$ cat config.mk
export PLATFORM = sky130hd
export DESIGN_NAME = seeded_rgb555_color_variation_unit
export DESIGN_NICKNAME = d
export VERILOG_FILES = /design/src/srcv_pkg.sv /design/src/srcv_queue.sv /design/src/srcv_front.sv /design/src/srcv_back.sv /design/src/seeded_rgb555_color_variation_unit.sv
export SDC_FILE = /design/constraint.sdc
export NUM_CORES = 2
export LEC_CHECK = 0
export CORE_ASPECT_RATIO = 1.75
export CORE_MARGIN = 2
export CORE_UTILIZATION = 30
export DETAILED_ROUTE_END_ITERATION = 10
export DONT_BUFFER_PORTS = 1
export HOLD_SLACK_MARGIN = 0.05
export SYNTH_ARGS = -nofsm -noshare
export SYNTH_HDL_FRONTEND = slang
export SYNTH_SLANG_ARGS = --single-unit
$ cat constraint.sdc
create_clock -name i_clk -period 26.4 [get_ports i_clk]
set_clock_uncertainty 0.2 [all_clocks]
set_input_delay 5.28 -clock i_clk [delete_from_list [all_inputs] [get_ports i_clk]]
set_output_delay 5.28 -clock i_clk [all_outputs]
set_load 0.005 [all_outputs]
$ cat src/srcv_pkg.sv
// ---------------------------------------------------------------------------
// srcv_pkg
// Types, constants and helper functions shared by the color variation unit.
// ---------------------------------------------------------------------------
`timescale 1ns / 1ps

package srcv_pkg;

    localparam logic [31:0] MIX_MUL_A = 32'h7FEB352D;
    localparam logic [31:0] MIX_MUL_B = 32'h846CA68B;

    localparam int CFG_IDX_W  = 2;
    localparam int CFG_DATA_W = 8;

    localparam logic [CFG_IDX_W-1:0] REG_HUE_STRENGTH     = 2'd0;
    localparam logic [CFG_IDX_W-1:0] REG_BRIGHTNESS_RANGE = 2'd1;

    localparam logic [3:0] HUE_STRENGTH_RST     = 4'd2;
    localparam logic [4:0] BRIGHTNESS_RANGE_RST = 5'd2;

    // Item class decided by the front end.
    typedef enum logic [1:0] {
        CLS_PASS  = 2'd0,
        CLS_BLACK = 2'd1,
        CLS_VARY  = 2'd2
    } t_cls;

    typedef struct packed {
        logic [31:0] seed;
        logic [15:0] color;
        t_cls        cls;
    } t_item;

    typedef struct packed {
        logic [3:0] hue_strength;
        logic [4:0] brightness_range;
    } t_cfg;

    typedef struct packed {
        logic empty;
        logic full;
    } t_q_stat;

    // Eight steps of a bit-serial remainder: rem = (2*rem + bit) mod m.
    // The running remainder stays below m, so one compare-subtract per bit.
    function automatic logic [5:0] mod_step8(input logic [5:0] rem,
                                             input logic [7:0] bits,
                                             input logic [5:0] m);
        logic [6:0] t;
        logic [5:0] r;
        r = rem;
        for (int i = 7; i >= 0; i--) begin
            t = {r, bits[i]};
            if (t >= {1'b0, m}) begin
                t = t - {1'b0, m};
            end
            r = t[5:0];
        end
        return r;
    endfunction

endpackage

$ cat src/srcv_queue.sv
// ---------------------------------------------------------------------------
// srcv_queue
// Short FIFO of classified words between the front end and the back end.
// ---------------------------------------------------------------------------
`timescale 1ns / 1ps

module srcv_queue #(
    parameter int DEPTH = 2
) (
    input  logic              i_clk,
    input  logic              i_rst_n,
    input  logic              i_push,
    input  srcv_pkg::t_item   i_item,
    input  logic              i_pop,
    output srcv_pkg::t_item   o_item,
    output srcv_pkg::t_q_stat o_stat
);

    localparam int PTR_W = (DEPTH > 1) ? $clog2(DEPTH) : 1;
    localparam int CNT_W = $clog2(DEPTH + 1);

    srcv_pkg::t_item  r_mem [DEPTH];
    logic [PTR_W-1:0] r_wr_ptr;
    logic [PTR_W-1:0] r_rd_ptr;
    logic [CNT_W-1:0] r_count;
    logic [PTR_W-1:0] n_wr_ptr;
    logic [PTR_W-1:0] n_rd_ptr;
    logic [CNT_W-1:0] n_count;
    logic             w_do_push;
    logic             w_do_pop;

    always_comb begin
        o_stat.empty = (r_count == '0);
        o_stat.full  = (r_count == CNT_W'(DEPTH));
        o_item       = r_mem[r_rd_ptr];
        w_do_push    = i_push && !o_stat.full;
        w_do_pop     = i_pop && !o_stat.empty;

        n_wr_ptr = r_wr_ptr;
        if (w_do_push) begin
            n_wr_ptr = (r_wr_ptr == PTR_W'(DEPTH - 1)) ? '0 : r_wr_ptr + 1'b1;
        end
        n_rd_ptr = r_rd_ptr;
        if (w_do_pop) begin
            n_rd_ptr = (r_rd_ptr == PTR_W'(DEPTH - 1)) ? '0 : r_rd_ptr + 1'b1;
        end
        n_count = r_count;
        if (w_do_push && !w_do_pop) begin
            n_count = r_count + 1'b1;
        end else if (w_do_pop && !w_do_push) begin
            n_count = r_count - 1'b1;
        end
    end

    always_ff @(posedge i_clk) begin
        if (!i_rst_n) begin
            r_wr_ptr <= '0;
            r_rd_ptr <= '0;
            r_count  <= '0;
        end else begin
            r_wr_ptr <= n_wr_ptr;
            r_rd_ptr <= n_rd_ptr;
            r_count  <= n_count;
        end
    end

    always_ff @(posedge i_clk) begin
        if (w_do_push) begin
            r_mem[r_wr_ptr] <= i_item;
        end
    end

endmodule

$ cat src/srcv_front.sv
// ---------------------------------------------------------------------------
// srcv_front
// Accepts input words, classifies them and hands them to the queue.
// ---------------------------------------------------------------------------
`timescale 1ns / 1ps

module srcv_front (
    input  logic              i_clk,
    input  logic              i_rst_n,
    input  logic              i_start,
    input  logic [31:0]       i_seed,
    input  logic [3:0]        i_entry_index,
    input  logic [15:0]       i_color_in,
    input  srcv_pkg::t_q_stat i_q_stat,
    output logic              o_busy,
    output logic              o_push,
    output srcv_pkg::t_item   o_item
);

    logic            r_vld;
    srcv_pkg::t_item r_item;
    logic            n_vld;
    logic            w_accept;
    srcv_pkg::t_cls  w_cls;

    always_comb begin
        o_push   = r_vld && !i_q_stat.full;
        o_busy   = r_vld && i_q_stat.full;
        o_item   = r_item;
        w_accept = i_start && !o_busy;
        n_vld    = w_accept || (r_vld && !o_push);

        // Transparent entry wins over the black-color shortcut.
        if (i_entry_index == 4'd0) begin
            w_cls = srcv_pkg::CLS_PASS;
        end else if (i_color_in[14:0] == 15'd0) begin
            w_cls = srcv_pkg::CLS_BLACK;
        end else begin
            w_cls = srcv_pkg::CLS_VARY;
        end
    end

    always_ff @(posedge i_clk) begin
        if (!i_rst_n) begin
            r_vld <= 1'b0;
        end else begin
            r_vld <= n_vld;
        end
    end

    always_ff @(posedge i_clk) begin
        if (w_accept) begin
            r_item.seed  <= i_seed;
            r_item.color <= i_color_in;
            r_item.cls   <= w_cls;
        end
    end

endmodule

$ cat src/srcv_back.sv
// ---------------------------------------------------------------------------
// srcv_back
// Pipelined seed mixer, remainder stages and channel arithmetic.
// ---------------------------------------------------------------------------
`timescale 1ns / 1ps

module srcv_back (
    input  logic            i_clk,
    input  logic            i_rst_n,
    input  logic            i_vld,
    input  srcv_pkg::t_item i_item,
    input  srcv_pkg::t_cfg  i_cfg,
    output logic            o_valid,
    output logic [15:0]     o_color_out
);

    localparam int MOD_STAGES = 4;

    // Mixer stages.
    logic                  r_v1, r_v2, r_v3;
    logic [31:0]           r_p1, r_p2, r_mix;
    logic [15:0]           r_c1, r_c2, r_c3;
    srcv_pkg::t_cls        r_k1, r_k2, r_k3;

    // Remainder stages, eight numerator bits each.
    logic                  r_mv [MOD_STAGES];
    logic [31:0]           r_mx [MOD_STAGES];
    logic [5:0]            r_hr [MOD_STAGES];
    logic [5:0]            r_br [MOD_STAGES];
    logic [15:0]           r_mc [MOD_STAGES];
    srcv_pkg::t_cls        r_mk [MOD_STAGES];

    // Product stage.
    logic                  r_v4;
    logic signed [10:0]    r_prod_r, r_prod_g, r_prod_b;
    logic signed [6:0]     r_bright;
    logic [15:0]           r_c4;
    srcv_pkg::t_cls        r_k4;

    logic [31:0]           w_x0, w_x1, w_p1, w_p2;
    logic [5:0]            w_m_hue, w_m_bri;
    logic [31:0]           w_bri_num;
    logic signed [5:0]     w_hue;
    logic signed [6:0]     w_bright;
    logic [4:0]            w_r, w_g, w_b;
    logic signed [5:0]     w_d_gb, w_d_br, w_d_rg;
    logic signed [10:0]    w_prod_r, w_prod_g, w_prod_b;
    logic [4:0]            w_nr, w_ng, w_nb;
    logic [15:0]           n_color_out;

    function automatic logic [4:0] chan_out(input logic [4:0]         ch,
                                            input logic signed [10:0] prod,
                                            input logic signed [6:0]  bright);
        logic signed [10:0] adj;
        logic signed [10:0] quo;
        logic signed [10:0] sum;
        // Bias negative products so the shift truncates toward zero.
        adj = prod + (prod[10] ? 11'sd15 : 11'sd0);
        quo = adj >>> 4;
        sum = $signed({6'b000000, ch}) + quo + 11'(bright);
        if (sum < 11'sd0) begin
            return 5'd0;
        end else if (sum > 11'sd31) begin
            return 5'd31;
        end
        return sum[4:0];
    endfunction

    always_comb begin
        w_x0 = i_item.seed ^ (i_item.seed >> 16);
        w_p1 = w_x0 * srcv_pkg::MIX_MUL_A;
        w_x1 = r_p1 ^ (r_p1 >> 15);
        w_p2 = w_x1 * srcv_pkg::MIX_MUL_B;

        w_m_hue   = {1'b0, i_cfg.hue_strength, 1'b1};
        w_m_bri   = {i_cfg.brightness_range, 1'b1};
        w_bri_num = {8'd0, r_mix[31:8]};

        w_hue    = $signed({1'b0, r_hr[MOD_STAGES-1][4:0]})
                 - $signed({2'b00, i_cfg.hue_strength});
        w_bright = $signed({1'b0, r_br[MOD_STAGES-1]})
                 - $signed({2'b00, i_cfg.brightness_range});

        w_r = r_mc[MOD_STAGES-1][4:0];
        w_g = r_mc[MOD_STAGES-1][9:5];
        w_b = r_mc[MOD_STAGES-1][14:10];
        w_d_gb = $signed({1'b0, w_g}) - $signed({1'b0, w_b});
        w_d_br = $signed({1'b0, w_b}) - $signed({1'b0, w_r});
        w_d_rg = $signed({1'b0, w_r}) - $signed({1'b0, w_g});
        w_prod_r = w_hue * w_d_gb;
        w_prod_g = w_hue * w_d_br;
        w_prod_b = w_hue * w_d_rg;

        w_nr = chan_out(r_c4[4:0], r_prod_r, r_bright);
        w_ng = chan_out(r_c4[9:5], r_prod_g, r_bright);
        w_nb = chan_out(r_c4[14:10], r_prod_b, r_bright);

        case (r_k4)
            srcv_pkg::CLS_PASS:  n_color_out = r_c4;
            srcv_pkg::CLS_BLACK: n_color_out = 16'd0;
            srcv_pkg::CLS_VARY:  n_color_out = {1'b0, w_nb, w_ng, w_nr};
            default:             n_color_out = 16'd0;
        endcase
    end

    always_ff @(posedge i_clk) begin
        if (!i_rst_n) begin
            r_v1    <= 1'b0;
            r_v2    <= 1'b0;
            r_v3    <= 1'b0;
            r_v4    <= 1'b0;
            o_valid <= 1'b0;
            for (int k = 0; k < MOD_STAGES; k++) begin
                r_mv[k] <= 1'b0;
            end
        end else begin
            r_v1    <= i_vld;
            r_v2    <= r_v1;
            r_v3    <= r_v2;
            r_mv[0] <= r_v3;
            for (int k = 1; k < MOD_STAGES; k++) begin
                r_mv[k] <= r_mv[k-1];
            end
            r_v4    <= r_mv[MOD_STAGES-1];
            o_valid <= r_v4;
        end
    end

    always_ff @(posedge i_clk) begin
        r_p1  <= w_p1;
        r_c1  <= i_item.color;
        r_k1  <= i_item.cls;
        r_p2  <= w_p2;
        r_c2  <= r_c1;
        r_k2  <= r_k1;
        r_mix <= r_p2 ^ (r_p2 >> 16);
        r_c3  <= r_c2;
        r_k3  <= r_k2;

        r_mx[0] <= r_mix;
        r_hr[0] <= srcv_pkg::mod_step8(6'd0, r_mix[31:24], w_m_hue);
        r_br[0] <= srcv_pkg::mod_step8(6'd0, w_bri_num[31:24], w_m_bri);
        r_mc[0] <= r_c3;
        r_mk[0] <= r_k3;
        for (int k = 1; k < MOD_STAGES; k++) begin
            r_mx[k] <= r_mx[k-1];
            r_hr[k] <= srcv_pkg::mod_step8(r_hr[k-1], r_mx[k-1][31-8*k -: 8], w_m_hue);
            r_br[k] <= srcv_pkg::mod_step8(r_br[k-1], r_mx[k-1][31-8*k+8 -: 8], w_m_bri);
            r_mc[k] <= r_mc[k-1];
            r_mk[k] <= r_mk[k-1];
        end

        r_prod_r <= w_prod_r;
        r_prod_g <= w_prod_g;
        r_prod_b <= w_prod_b;
        r_bright <= w_bright;
        r_c4     <= r_mc[MOD_STAGES-1];
        r_k4     <= r_mk[MOD_STAGES-1];

        o_color_out <= n_color_out;
    end

endmodule

$ cat src/seeded_rgb555_color_variation_unit.sv
// ---------------------------------------------------------------------------
// seeded_rgb555_color_variation_unit
// Seeded hue and brightness variation of RGB555 palette colors.
//
//   Channel  | Handshake                  | Words
//   ---------+----------------------------+---------------------------------
//   input    | i_start / o_busy           | i_seed, i_entry_index, i_color_in
//   result   | o_valid strobe, no stall   | o_color_out
//   config   | i_cfg_valid / o_cfg_ready  | i_cfg_index, i_cfg_data
//
// One word is accepted per cycle while o_busy is low; o_valid is a strobe,
// one cycle wide, that marks o_color_out.
// The latency is set by the front register, the queue, the two mixer
// multiplies and final xor, four remainder stages of eight bits each, the
// channel product stage and the output register.
// Reset is synchronous, active low, and clears all valid flags and pointers.
// The back end never stalls, so o_busy stays low in normal operation.
// ---------------------------------------------------------------------------
`timescale 1ns / 1ps

module seeded_rgb555_color_variation_unit #(
    parameter int QUEUE_DEPTH = 2
) (
    input  logic                            i_clk,
    input  logic                            i_rst_n,
    input  logic                            i_start,
    output logic                            o_busy,
    input  logic [31:0]                     i_seed,
    input  logic [3:0]                      i_entry_index,
    input  logic [15:0]                     i_color_in,
    output logic                            o_valid,
    output logic [15:0]                     o_color_out,
    input  logic                            i_cfg_valid,
    output logic                            o_cfg_ready,
    input  logic [srcv_pkg::CFG_IDX_W-1:0]  i_cfg_index,
    input  logic [srcv_pkg::CFG_DATA_W-1:0] i_cfg_data
);

    srcv_pkg::t_cfg    r_cfg;
    srcv_pkg::t_cfg    n_cfg;
    srcv_pkg::t_q_stat w_q_stat;
    srcv_pkg::t_item   w_front_item;
    srcv_pkg::t_item   w_head_item;
    logic              w_push;

    assign o_cfg_ready = 1'b1;

    always_comb begin
        n_cfg = r_cfg;
        if (i_cfg_valid && o_cfg_ready) begin
            case (i_cfg_index)
                srcv_pkg::REG_HUE_STRENGTH:     n_cfg.hue_strength = i_cfg_data[3:0];
                srcv_pkg::REG_BRIGHTNESS_RANGE: n_cfg.brightness_range = i_cfg_data[4:0];
                default:                        n_cfg = r_cfg;
            endcase
        end
    end

    always_ff @(posedge i_clk) begin
        if (!i_rst_n) begin
            r_cfg.hue_strength     <= srcv_pkg::HUE_STRENGTH_RST;
            r_cfg.brightness_range <= srcv_pkg::BRIGHTNESS_RANGE_RST;
        end else begin
            r_cfg <= n_cfg;
        end
    end

    srcv_front u_front (
        .i_clk         (i_clk),
        .i_rst_n       (i_rst_n),
        .i_start       (i_start),
        .i_seed        (i_seed),
        .i_entry_index (i_entry_index),
        .i_color_in    (i_color_in),
        .i_q_stat      (w_q_stat),
        .o_busy        (o_busy),
        .o_push        (w_push),
        .o_item        (w_front_item)
    );

    srcv_queue #(
        .DEPTH (QUEUE_DEPTH)
    ) u_queue (
        .i_clk   (i_clk),
        .i_rst_n (i_rst_n),
        .i_push  (w_push),
        .i_item  (w_front_item),
        .i_pop   (!w_q_stat.empty),
        .o_item  (w_head_item),
        .o_stat  (w_q_stat)
    );

    // The back end takes the queue head every cycle it is present.
    srcv_back u_back (
        .i_clk       (i_clk),
        .i_rst_n     (i_rst_n),
        .i_vld       (!w_q_stat.empty),
        .i_item      (w_head_item),
        .i_cfg       (r_cfg),
        .o_valid     (o_valid),
        .o_color_out (o_color_out)
    );

endmodule

==> results.py <==
metrics = {
    "clock_tree": {
        "cts_tree": "yes",
        "clk_latency_ns": 0.70,
        "cts_buffers": 61,
        "cts_hold_buf": 0,
        "clk_pin_slew_ns": 0.07,
        "post_cts_resized": 0,
        "cts_sinks": 583,
        "cts-root-buf": "clkbuf_16",
        "post-cts-setup-buffers": 0,
        "cts.path.max_buffers": 3,
        "h-tree-depth": 2,
    },
    "floorplan": {
        "pin_count": 85,
        "die_h_um": 558.4,
        "core_area_mm2": 0.1747,
        "num_rows": 203,
        "start_util_pct": 30.15,
        "dieWidth_um": 320.8,
        "die-area_mm2": 0.1791,
    },
    "setup_path": {
        "startpoint": "r_cfg[5]",
        "setup.worst_path.start_class": "flop",
        "crit_type": "reg2reg",
        "end_kind": "flop",
        "worst_r2r_path_depth": 65,
        "r2r-start": "r_cfg[5]",
        "r2r_end": "u_back.r_hr[2][3]",
        "cp_slowest_stage_delay_ns": 0.58,
        "critPathMaxFanout": 23,
        "worst_ep_arrival_time_ns": 17.45,
        "r2r_slack_ns": 9.28,
        "cp_common_cell": "a21oi_1",
        "required_ns": 26.73,
        "crit_slowest_cell": "a211oi_4",
        "crit_end": "u_back.r_hr[2][3]",
    },
    "synth": {
        "synthCells": 5074,
        "synth_edf_count": 150,
        "avgSynthCellArea_um2": 10.38,
        "synth_area_mm2": 0.05268,
        "ys_ff_latch": 583,
        "synth_flop_cell": "dfxtp_1",
        "synth_nets": 6449,
        "synth_warnings": 0,
        "yosysUniqueCellTypes": 104,
        "synth-async-reset-ratio_pct": 0,
        "seq_area_frac_synth_pct": 25.00,
    },
    "sta": {
        "fin_crit_sh_pct": 64.86,
        "hold_viol": 0,
        "slew_violations": 0,
        "setup_tns_ns": 0,
        "rsz0062_at_grt": "no",
        "post-route-min-period_ns": 17.12,
        "relSlewSlack_pct": 19.98,
        "fmaxAchievable_mhz": 58.40,
        "hold_slack_ns": 0.07958,
        "report.final.setup_viol": 0,
        "tightest_slew_ns": 1.184,
    },
    "global_route": {
        "grt_usage_pct": 13.59,
        "grt_pass1_vias": 37680,
        "grt_pass1_wl_mm": 193.9,
        "grt_max_degree": 51,
        "grt-ovfl-total": 0,
        "antenna_found_initial": 4,
    },
    "outcome": {
        "status": "finished, final reports clean",
    },
    "placement": {
        "io_buffers": 0,
        "place_hpwl_mm": 100.7,
        "place.gp.congestion": 0.8980,
    },
    "hold_path": {
        "min_path_cells": 0,
        "hp-class": "reg2reg",
    },
    "cells_and_area": {
        "seqCellArea_mm2": 0.01317,
        "utilization_pct": 33.09,
        "layout_common_cells": "960 x inv_1, 795 x ha_1, 514 x fa_1",
        "finalNetCount": 6525,
        "drive_above_1_share_pct": 6.478,
        "multi_input_area_mm2": 0.03577,
        "area_growth_pct": 9.771,
        "layout_commonest_cell": "inv_1",
        "fillers": 17660,
    },
    "routing": {
        "ant_nets": 0,
        "drt_wl_total_mm": 120.5,
        "wl_per_cell_um": 16.14,
        "first_pass_iters": 5,
        "via_per_inst": 4.632,
        "drt_iter0_drc": 1213,
        "vias": 34560,
        "route.detailed.drc": 0,
    },
    "run": {
        "cap_violations": 0,
    },
}
==> worst min path at each step <==
stage	slack, ns	end	startpoint
2_1_floorplan	0.11	u_back.r_c2[0]	u_back.r_c1[0]
4_1_cts	0.1	u_back.r_mx[1][5]	u_back.r_mx[0][5]
3_5_place_dp	0.11	u_back.r_mc[0][12]	u_back.r_c3[12]
6_report	0.08	u_back.r_mx[0][15]	u_back.r_mix[15]
5_1_grt	0.10	u_back.r_mx[1][5]	u_back.r_mx[0][5]
3_3_place_gp	0.11	u_back.r_c2[1]	u_back.r_c1[1]
==> metal layers <==
metal / track usage, % / wire length [um] / share of wire [%]
met3: 1.325 / 2599 / 2.2
met4: 6.057 / 5588 / 4.6
met2: 27.85 / 68320 / 57
met1: 13.48 / 43870 / 36
met5: 0 / 93 / 0.077
==> synthesized netlist by cell type (14+ instances only) <==
| cell type | count | area, um^2 |
|---|---|---|
| a21oi_1 | 272 | 1361 |
| xor2_1 | 162 | 1419 |
| xnor2_1 | 327 | 2864 |
| mux2i_1 | 88 | 880.8 |
| o21ai_0 | 109 | 545.5 |
| o21a_1 | 29 | 217.7 |
| nand2b_1 | 44 | 275.3 |
| mux2_2 | 121 | 1363 |
| ha_1 | 795 | 9947 |
| a21o_1 | 147 | 1104 |
| fa_1 | 514 | 10290 |
| o211ai_1 | 14 | 105.1 |
| dfxtp_1 | 433 | 8668 |
| o21bai_1 | 50 | 375.4 |
| nor3_1 | 31 | 155.2 |
| a211oi_1 | 16 | 120.1 |
| clkbuf_1 | 25 | 93.84 |
| a31oi_1 | 15 | 93.84 |
| and2_1 | 38 | 237.7 |
| nor2b_1 | 62 | 387.9 |
| edfxtp_1 | 150 | 4504 |
| nand4_1 | 30 | 187.7 |
| nand2_1 | 191 | 716.9 |
| inv_1 | 963 | 3615 |
| nand3_1 | 38 | 190.2 |
| and3_1 | 20 | 125.1 |
| nor2_1 | 149 | 559.3 |
==> registers in the layout (all words and copies together) (netlist names), 23 cells and up, named ones only <==
name	cells
u_queue.r_mem	100
u_back.r_mx	72
u_back.r_mc	64
u_front.o_item	50
u_back.r_mix	32
u_back.r_p1	32
u_back.r_p2	32
u_back.r_hr	23
==> area by class of cell <==
| cell class | count | area share [%] |
|---|---|---|
| antenna | 5 | 0.02164 |
| sequential | 583 | 22.78 |
| inverter | 963 | 6.253 |
| tap | 2255 | 4.879 |
| clock buffer | 82 | 2.977 |
| clock inverter | 33 | 0.6274 |
| multi-input combinational | 3494 | 61.85 |
| timing repair buffer | 47 | 0.6101 |
==> logic make-up (layout without fill, tap and decap cells) <==
kind of cell             after synthesis  count (layout)  synth area share, %
flip-flops                           583             583                25.00
AO/OA/AOI/OAI                        778             778                9.799
multiplexers                         232             232                4.833
XOR/XNOR                             490             490                8.172
adder cells (fa/ha/maj)             1309            1309                38.41
other                                  1               6             0.007118
AND/OR/NAND/NOR                      684             684                6.621
buffers and inverters                997            1125                7.151
==> critical path, delay by kind of cell (launching register included) <==
kind / cells / cell delay, ns
xor+xnor: 2 / 0.57
simple gates: 12 / 2.71
buf+inv: 4 / 0.56
fa+ha+maj: 9 / 2.85
flops: 1 / 0.32
compound gates: 32 / 7.37
mux: 6 / 2.34
==> stage by stage <==
step                      setup WS (ns)  cell area, um^2  cells
after floorplan                   10.30            52680   5074
after global routing              7.795            57830   7461
after detailed placement          9.338            55730   7342
after CTS                         9.241            57820   7457
after global placement            9.622            55730   7342
final                             9.277            57830   7462
Power is not shown: default switching activity piles up to over one toggle a cycle in this logic, so the estimate is an artifact.
